===== src/sv/snz_pkg.sv =====
// Shared types, constants and lookup functions of the simplex noise core
`timescale 1ns / 1ps
package snz_pkg;

	localparam int OFS_BITS   = 24;
	localparam int QW         = 28;
	localparam int QS_W       = OFS_BITS + 1;
	localparam int DP_W       = QS_W + 2;
	localparam int SQ_W       = 2 * OFS_BITS;
	localparam int TW         = 30;
	localparam int CT_W       = TW + 1 + DP_W;
	localparam int ACC_W      = CT_W + 2;
	localparam int NCORN      = 4;
	localparam int FIFO_DEPTH = 4;

	localparam logic [SQ_W-1:0] FALLOFF_R2 = SQ_W'(((64'd3 << SQ_W) + 64'd2) / 64'd5);
	localparam logic [QW-1:0] CORNER_STEP = QW'((64'd1 << OFS_BITS) / 64'd6);
	localparam logic [QW-1:0] CORNER_UNIT = QW'(64'd1 << OFS_BITS);

	localparam logic [7:0] PERM [256] = '{
		8'd151, 8'd160, 8'd137, 8'd91,  8'd90,  8'd15,  8'd131, 8'd13,
		8'd201, 8'd95,  8'd96,  8'd53,  8'd194, 8'd233, 8'd7,   8'd225,
		8'd140, 8'd36,  8'd103, 8'd30,  8'd69,  8'd142, 8'd8,   8'd99,
		8'd37,  8'd240, 8'd21,  8'd10,  8'd23,  8'd190, 8'd6,   8'd148,
		8'd247, 8'd120, 8'd234, 8'd75,  8'd0,   8'd26,  8'd197, 8'd62,
		8'd94,  8'd252, 8'd219, 8'd203, 8'd117, 8'd35,  8'd11,  8'd32,
		8'd57,  8'd177, 8'd33,  8'd88,  8'd237, 8'd149, 8'd56,  8'd87,
		8'd174, 8'd20,  8'd125, 8'd136, 8'd171, 8'd168, 8'd68,  8'd175,
		8'd74,  8'd165, 8'd71,  8'd134, 8'd139, 8'd48,  8'd27,  8'd166,
		8'd77,  8'd146, 8'd158, 8'd231, 8'd83,  8'd111, 8'd229, 8'd122,
		8'd60,  8'd211, 8'd133, 8'd230, 8'd220, 8'd105, 8'd92,  8'd41,
		8'd55,  8'd46,  8'd245, 8'd40,  8'd244, 8'd102, 8'd143, 8'd54,
		8'd65,  8'd25,  8'd63,  8'd161, 8'd1,   8'd216, 8'd80,  8'd73,
		8'd209, 8'd76,  8'd132, 8'd187, 8'd208, 8'd89,  8'd18,  8'd169,
		8'd200, 8'd196, 8'd135, 8'd130, 8'd116, 8'd188, 8'd159, 8'd86,
		8'd164, 8'd100, 8'd109, 8'd198, 8'd173, 8'd186, 8'd3,   8'd64,
		8'd52,  8'd217, 8'd226, 8'd250, 8'd124, 8'd123, 8'd5,   8'd202,
		8'd38,  8'd147, 8'd118, 8'd126, 8'd255, 8'd82,  8'd85,  8'd212,
		8'd207, 8'd206, 8'd59,  8'd227, 8'd47,  8'd16,  8'd58,  8'd17,
		8'd182, 8'd189, 8'd28,  8'd42,  8'd223, 8'd183, 8'd170, 8'd213,
		8'd119, 8'd248, 8'd152, 8'd2,   8'd44,  8'd154, 8'd163, 8'd70,
		8'd221, 8'd153, 8'd101, 8'd155, 8'd167, 8'd43,  8'd172, 8'd9,
		8'd129, 8'd22,  8'd39,  8'd253, 8'd19,  8'd98,  8'd108, 8'd110,
		8'd79,  8'd113, 8'd224, 8'd232, 8'd178, 8'd185, 8'd112, 8'd104,
		8'd218, 8'd246, 8'd97,  8'd228, 8'd251, 8'd34,  8'd242, 8'd193,
		8'd238, 8'd210, 8'd144, 8'd12,  8'd191, 8'd179, 8'd162, 8'd241,
		8'd81,  8'd51,  8'd145, 8'd235, 8'd249, 8'd14,  8'd239, 8'd107,
		8'd49,  8'd192, 8'd214, 8'd31,  8'd181, 8'd199, 8'd106, 8'd157,
		8'd184, 8'd84,  8'd204, 8'd176, 8'd115, 8'd121, 8'd50,  8'd45,
		8'd127, 8'd4,   8'd150, 8'd254, 8'd138, 8'd236, 8'd205, 8'd93,
		8'd222, 8'd114, 8'd67,  8'd29,  8'd24,  8'd72,  8'd243, 8'd141,
		8'd128, 8'd195, 8'd78,  8'd66,  8'd215, 8'd61,  8'd156, 8'd180
	};

	typedef struct packed {
		logic [2:0] c1;
		logic [2:0] c2;
	} snz_order_t;

	typedef logic [3:0] snz_grad_t;

	// Lattice step of corner n: bit 0 x, bit 1 y, bit 2 z
	function automatic logic [2:0] corner_d(input snz_order_t o, input logic [1:0] n);
		logic [2:0] d;
		begin
			case (n)
				2'd0: d = 3'b000;
				2'd1: d = o.c1;
				2'd2: d = o.c2;
				default: d = 3'b111;
			endcase
			return d;
		end
	endfunction

	function automatic snz_grad_t mod12(input logic [7:0] h);
		logic [7:0] r;
		begin
			r = h;
			for (int k = 4; k >= 0; k--) begin
				if (r >= (8'd12 << k)) begin
					r = r - (8'd12 << k);
				end
			end
			return r[3:0];
		end
	endfunction

	function automatic logic signed [DP_W-1:0] grad_dot(input snz_grad_t g,
			input logic signed [QS_W-1:0] qx, input logic signed [QS_W-1:0] qy,
			input logic signed [QS_W-1:0] qz);
		logic signed [DP_W-1:0] x, y, z, r;
		begin
			x = DP_W'(qx);
			y = DP_W'(qy);
			z = DP_W'(qz);
			case (g)
				4'd0:  r =  x + y;
				4'd1:  r = -x + y;
				4'd2:  r =  x - y;
				4'd3:  r = -x - y;
				4'd4:  r =  x + z;
				4'd5:  r = -x + z;
				4'd6:  r =  x - z;
				4'd7:  r = -x - z;
				4'd8:  r =  y + z;
				4'd9:  r = -y + z;
				4'd10: r =  y - z;
				4'd11: r = -y - z;
				default: r = '0;
			endcase
			return r;
		end
	endfunction

endpackage


===== src/sv/snz_fifo.sv =====
// Short queue between the front end and the back end
`timescale 1ns / 1ps
module snz_fifo #(
	parameter int W = 96
) (
	input  logic         clk,
	input  logic         arst_n,
	input  logic         push_valid,
	output logic         push_ready,
	input  logic [W-1:0] push_data,
	output logic         pop_valid,
	input  logic         pop_ready,
	output logic [W-1:0] pop_data
);
	import snz_pkg::*;

	localparam int PW = $clog2(FIFO_DEPTH);
	localparam int CW = $clog2(FIFO_DEPTH + 1);

	logic [W-1:0]  mem_q [FIFO_DEPTH];
	logic [PW-1:0] wr_ptr_q, rd_ptr_q;
	logic [CW-1:0] count_q;
	logic push, pop;

	assign push_ready = (count_q != CW'(FIFO_DEPTH));
	assign pop_valid  = (count_q != '0);
	assign push       = push_valid && push_ready;
	assign pop        = pop_valid && pop_ready;
	assign pop_data   = mem_q[rd_ptr_q];

	always_ff @(posedge clk or negedge arst_n) begin
		if (!arst_n) begin
			wr_ptr_q <= '0;
			rd_ptr_q <= '0;
			count_q  <= '0;
		end else begin
			if (push) begin
				wr_ptr_q <= (wr_ptr_q == PW'(FIFO_DEPTH - 1)) ? '0 : wr_ptr_q + 1'b1;
			end
			if (pop) begin
				rd_ptr_q <= (rd_ptr_q == PW'(FIFO_DEPTH - 1)) ? '0 : rd_ptr_q + 1'b1;
			end
			if (push && !pop) begin
				count_q <= count_q + 1'b1;
			end else if (pop && !push) begin
				count_q <= count_q - 1'b1;
			end
		end
	end

	always_ff @(posedge clk) begin
		if (push) begin
			mem_q[wr_ptr_q] <= push_data;
		end
	end

endmodule


===== config.mk =====
export PLATFORM = sky130hd
export DESIGN_NAME = snz_fifo
export DESIGN_NICKNAME = d
export VERILOG_FILES = /design/src/sv/snz_pkg.sv /design/src/sv/snz_fifo.sv
export SDC_FILE = /design/constraint.sdc
export NUM_CORES = 1
export LEC_CHECK = 0
export BUFFER_PORTS_ARGS = -buffer_cell sky130_fd_sc_hd__buf_2
export CELL_PAD_IN_SITES_DETAIL_PLACEMENT = 1
export CELL_PAD_IN_SITES_GLOBAL_PLACEMENT = 1
export CORE_MARGIN = 2
export CORE_UTILIZATION = 38
export CTS_CLUSTER_DIAMETER = 30
export DETAILED_ROUTE_END_ITERATION = 10
export PLACE_DENSITY = 0.67
export SLEW_MARGIN = 5
export SYNTH_ARGS = -nofsm -noshare
export SYNTH_HDL_FRONTEND = slang
export SYNTH_SLANG_ARGS = --single-unit

===== constraint.sdc =====
create_clock -name clk -period 2.2 [get_ports clk]
set_clock_uncertainty 0.05 [all_clocks]
set_input_delay 0.11 -clock clk [delete_from_list [all_inputs] [get_ports clk]]
set_output_delay 0.11 -clock clk [all_outputs]
set_load 0.005 [all_outputs]

Yosys cells after proc, flatten, opt, wreduce, memory -nomap -nowiden
Memory sizes are Yosys's and may differ from the RTL's.
Index checks and enable logic that the tools add are counted.
{"block": "totals", "regBits": 7, "ramBits": 384, "input_bits": 100, "output_inout_bits": 98, "elab_cells": 25, "memories": 1}
{"name": "mem_q", "depth": 4, "word_bits": 96, "rd": 1, "rd_ports_with_merged_regs": 0, "wr": 1, "line": "snz_fifo.sv:20", "text": "logic [W-1:0] mem_q [FIFO_DEPTH];"}
{"block": "op_classes", "n_addsub": 4, "eq_ne": 3, "n_mux": 6, "reduce_logical": 8}
{"operator": "$mux W3", "count": 2}
{"operator": "$add A2 B1 Y2 const B", "count": 2}
{"operator": "$eq A2 B2 Y1 const B", "count": 2}
{"operator": "$logic_and A1 B1 Y1", "count": 4}
{"operator": "$mux W2", "count": 2}
{"operator": "$add A3 B1 Y3 const B", "count": 1}
{"operator": "$ne A3 B3 Y1 const B", "count": 1}
{"operator": "$reduce_bool A3 Y1", "count": 1}
{"operator": "$sub A3 B1 Y3 const B", "count": 1}
{"operator": "$logic_not A1 Y1", "count": 2}
{"operator": "$mux W1", "count": 2}
{"operator": "$reduce_bool A2 Y1", "count": 1}

Depth between registers and ports, before layout
{"block": "depth", "word_depth": 6, "ltp_mapped": 8, "ltp_nobuf": 8}

Least setup slack after synthesis
OpenSTA, ideal clock, no wires.
{"block": "synth_path", "path_type": "register to register", "startpoint": "register count_q[2]", "endpoint": "memory mem_q[0][0] (enable)", "setup_time_ps": 412, "arrival_ps": 1885, "t_required_ps": 1738, "slack_ps": -147, "path_stages_with_launch": 3, "path_buffers": 0, "synth_period_minus_slack_ps": 2347, "cell_sequence": "dfrtp_1 or3b_4 and3_2"}
{"block": "synth_between", "elab_chain_len": 4}
{"element": "start, declared", "line": "snz_fifo.sv:22", "text": "logic [CW-1:0] count_q;"}
{"element": "start signal, assigned", "line": "snz_fifo.sv:44", "text": "count_q <= count_q + 1'b1;"}
{"element": "start signal, assigned", "line": "snz_fifo.sv:46", "text": "count_q <= count_q - 1'b1;"}
{"element": "$ne A3 B3 Y1", "line": "snz_fifo.sv:25", "text": "assign push_ready = (count_q != CW'(FIFO_DEPTH));"}
{"element": "via push_ready", "line": "snz_fifo.sv:9", "text": "output logic push_ready,"}
{"element": "$logic_and A1 B1 Y1", "line": "snz_fifo.sv:27", "text": "assign push = push_valid && push_ready;"}
{"element": "$mux W1", "line": "snz_fifo.sv:52", "text": "if (push) begin"}
{"element": "$mux W1 (not written as such)", "line": "snz_fifo.sv:53", "text": "mem_q[wr_ptr_q] <= push_data;"}
{"element": "end, declared", "line": "snz_fifo.sv:20"}
The timed path passes the listed nets, and every way through them passes these cells.

Worst setup path after layout
{"block": "layout_path", "startpoint": "register rd_ptr_q[0]", "endpoint": "output pop_data[26]"}
{"block": "layout_between", "elab_chain_len": 1}
{"element": "start, declared", "line": "snz_fifo.sv:21", "text": "logic [PW-1:0] wr_ptr_q, rd_ptr_q;"}
{"element": "start signal, assigned", "line": "snz_fifo.sv:41", "text": "rd_ptr_q <= (rd_ptr_q == PW'(FIFO_DEPTH - 1)) ? '0 : rd_ptr_q + 1'b1;"}
{"element": "$mem_v2 Z4 W96"}
{"element": "end, declared", "line": "snz_fifo.sv:13", "text": "output logic [W-1:0] pop_data"}
Every way passes these cells.

==> Implementation_results.wiki <==
{| class="wikitable"
! Metric !! Value
|-
| Run status || finished, violations left
|-
| Violated checks || setup timing
|-
| Number of iterations in the first detailed-routing pass || 4
|-
| Global placement routability congestion || 0.681
|-
| Buffers from clock root to sink, at most || 3
|-
| Effective utilization at floorplan || 38.8%
|-
| Unrepaired setup endpoints after global routing || yes
|-
| Launching element type of the critical path || flip-flop
|-
| Required time reported for the critical path endpoint || 2.04 ns
|-
| Summed instance area of the synthesized netlist || 14300 sq um
|-
| Number of global-route vias before repair || 8277
|-
| Top post-synthesis cells by area || sky130_fd_sc_hd__edfxtp_1, sky130_fd_sc_hd__mux4_2, sky130_fd_sc_hd__dfrtp_1
|-
| Height of the die || 198 um
|-
| Layout overhead on the synthesized area || 43.3%
|-
| Minimum setup slack after placement || 0.0555 ns
|-
| Register Area || 11700 sq um
|-
| IR Drop Worst-Case VDD || 0.00108 V
|-
| Gr usage total || 17.5%
|-
| Synthesized-area fraction occupied by adder cells || 0.666%
|-
| Wire length reported by the detailed router || 33.3 mm
|-
| Main combinational cell family by area after synthesis || multiplexers
|-
| Routed metal-1 wirelength || 13.7 mm
|-
| Most instantiated library cell after synthesis || sky130_fd_sc_hd__edfxtp_1
|-
| Actual slew at the worst max-slew pin || 0.452 ns
|-
| Synthesized flop and latch total || 391
|-
| Post-synthesis share of cell area spent on xor and xnor gates || 0.184%
|-
| Period utilization || 101%
|-
| Standby leakage power || 0.00728 uW
|-
| Maximum number of pins on one net before global-route repair || 51
|-
| Commonest cells post-synth || sky130_fd_sc_hd__edfxtp_1, sky130_fd_sc_hd__mux4_2, sky130_fd_sc_hd__buf_2
|-
| Gate count of the mapped netlist || 538
|-
| Worst Path Max Fanout || 13
|-
| Clock tree sinks || 391
|-
| Crit path setup slack, layout || -0.0295 ns
|-
| Post-synth EDFFs || 384
|-
| CTS tree || yes
|-
| Layout cell share with drive strength beyond 1 || 47.7%
|-
| Core region area || 36800 sq um
|-
| Non-Filler Instances || 1474
|-
| Data arrival time at the worst-slack endpoint || 2.07 ns
|-
| Met2 wire length || 17.1 mm
|-
| Core Rows || 70
|-
| H-tree level count || 3
|-
| Count of vias placed by the detailed router || 7141
|-
| Number of clock buffers inserted by TritonCTS || 85
|-
| Via density || 4.84
|-
| Area of the multi-input gates || 2450 sq um
|-
| Final ANT Viol Nets || 0
|-
| Clock tree root buffer cell || sky130_fd_sc_hd__clkbuf_16
|-
| Routed length per placed instance || 22.6 um
|-
| Simple-Gate Fraction of Synth Area || 0.509%
|-
| Number of endpoints failing setup at the final stage || 37
|-
| Final min period || 2.23 ns
|-
| Number of fill cells || 3171
|-
| Complex-gate fraction of the synthesized area || 0%
|-
| Worst min path class || in -> reg
|-
| First-pass GRT wire length || 50.3 mm
|-
| DRC || 0
|-
| Share of synthesized area occupied by flip-flops and latches || 82.0%
|-
| DP HPWL || 17.2 mm
|-
| Capturing element type of the critical path || primary output
|-
| Number of distinct library cells after synthesis || 20
|-
| Clock latency of the later-clocked register in the worst-skew pair || 0.58 ns
|-
| Syn. warnings || 0
|-
| X dimension of the die || 198 um
|-
| Clock slew at reported path FFs || 0.05 ns
|-
| Initial antenna violation count || 2
|-
| Fmax achieved || 0.449 GHz
|-
| Final Hold Vio Count || 0
|-
| Share of synthesized flip-flops with an asynchronous set or reset || 1.79%
|-
| Syn Area/Cell || 26.5 sq um
|-
| Max-slew violation count || 0
|-
| Routed length on met3 || 1.89 mm
|-
| Share of the synthesized area in the top cell type || 80.8%
|-
| Die area || 39100 sq um
|-
| Portion of netlist area occupied by mux cells || 15.6%
|-
| Final net count || 1042
|-
| Power per unit of standard cell area || 1510 nW/um^2
|-
| Category of the critical setup timing path || reg -> out
|-
| Placed Instances || 1199
|-
| Top-level I/O count || 198
|-
| Detailed Route Iter0 Violations || 349
|-
| Highest metal layer with signal wires || met5
|-
| Rel. slew slack || 69.8%
|-
| Library cell with the largest summed area after synthesis || sky130_fd_sc_hd__edfxtp_1
|-
| Tot Pwr || 31000 uW
|-
| Number of maximum-capacitance constraint violations || 0
|-
| Number of buffers inserted by port buffering || 197
|-
| Number of nets produced by synthesis || 645
|-
| Synth Flop Type || sky130_fd_sc_hd__edfxtp_1
|-
| Overflow left after global routing || 0
|}
cells in the final DEF, fill, tap and decap left out, types with 5 or more instances in the layout:
cell                            synthesis  layout
sky130_fd_sc_hd__buf_4                  1      11
sky130_fd_sc_hd__clkinv_1               0      14
sky130_fd_sc_hd__inv_6                  0       5
sky130_fd_sc_hd__clkinv_2               0      11
sky130_fd_sc_hd__clkinv_4               0       7
sky130_fd_sc_hd__buf_12                 0      12
sky130_fd_sc_hd__dlygate4sd3_1          0     100
sky130_fd_sc_hd__buf_6                  4      23
sky130_fd_sc_hd__edfxtp_1             384     384
sky130_fd_sc_hd__clkbuf_16              0      88
sky130_fd_sc_hd__clkinvlp_4             0      10
sky130_fd_sc_hd__mux4_2                96      96
sky130_fd_sc_hd__buf_16                 0       9
sky130_fd_sc_hd__clkbuf_1               5       8
sky130_fd_sc_hd__ha_1                   6       5
sky130_fd_sc_hd__dfrtp_1                7       5
sky130_fd_sc_hd__bufinv_16              0      13
sky130_fd_sc_hd__buf_2                 12     174
layer usage:
layer,vias up,global-route usage (%)
li1,3177,-
met1,3723,21.4
met2,196,29.8
met3,43,5.20
met4,2,6.18
met5,-,0
area by class of cell:
class                      count  share of cell area, %
sequential                   391                   57.3
timing repair buffer         332                   13.6
multi-input combinational    122                   12.0
clock buffer                  93                   10.5
clock inverter                64                   3.67
tap                          468                   2.86
inverter                       3                 0.0551
antenna                        1                 0.0122
final timing paths:
check	from	end	slack, ns	cells past startpoint
hold reg to reg	count_q[2]	count_q[2]	0.44	1
max in group asynchronous	arst_n	rd_ptr_q[0]	1.37	3
setup / recovery	rd_ptr_q[0]	pop_data[26]	-0.03	4
hold / removal	push_data[80]	mem_q[3][80]	0.22	2
min in group asynchronous	arst_n	wr_ptr_q[0]	0.44	3
setup reg to reg	count_q[1]	count_q[1]	0.06	7
worst max-delay path, cell delays in order (launching register included):
cell and delay [ns]:
sky130_fd_sc_hd__dfrtp_4 0.44, sky130_fd_sc_hd__buf_12 0.17, sky130_fd_sc_hd__buf_16 0.18, sky130_fd_sc_hd__mux4_2 0.54, sky130_fd_sc_hd__buf_2 0.15
what timing repair did:
action / 4_1_cts / 5_1_grt
pin swaps: 0 / 2
cloned: 7 / 3
endpoints found under the setup margin: 96 / 95
hold endpoints to repair: 396 / 0
resized for setup: 17 / 22
hold buffers: 100 / 0
buffers inserted: 5 / 2
flip-flops by register name, summed over array words and instances (netlist names):
| name | cells |
|---|---|
| wr_ptr_q | 2 |
| mem_q | 384 |
| rd_ptr_q | 2 |
| count_q | 3 |
per-stage QoR:
step,cell area [sq um],TNS [ns],utilization (%),hold slack [ns]
2_1_floorplan,14300,-56.29,-,-0.236
3_3_place_gp,16000,0,43.5,-0.0960
3_5_place_dp,16000,0,43.5,-0.0950
4_1_cts,20200,-3.69,55.0,0.189
5_1_grt,20400,-6.33,55.6,0.228
6_report,20400,-0.437,55.6,0.225
where the power goes:
part	internal, uW	switching, uW	leakage (uW)	total [uW]
registers	9870	380	0.00360	10200
logic	4280	3760	0.00229	8040
clock network	8630	4060	0.00139	12700
cells by family after synthesis:
logic type	Yosys count
xor+xnor	3
mux	101
fa+ha+maj	7
buf+inv	25
simple gates	11
flops	391
Power figures use the tool's default switching activity.
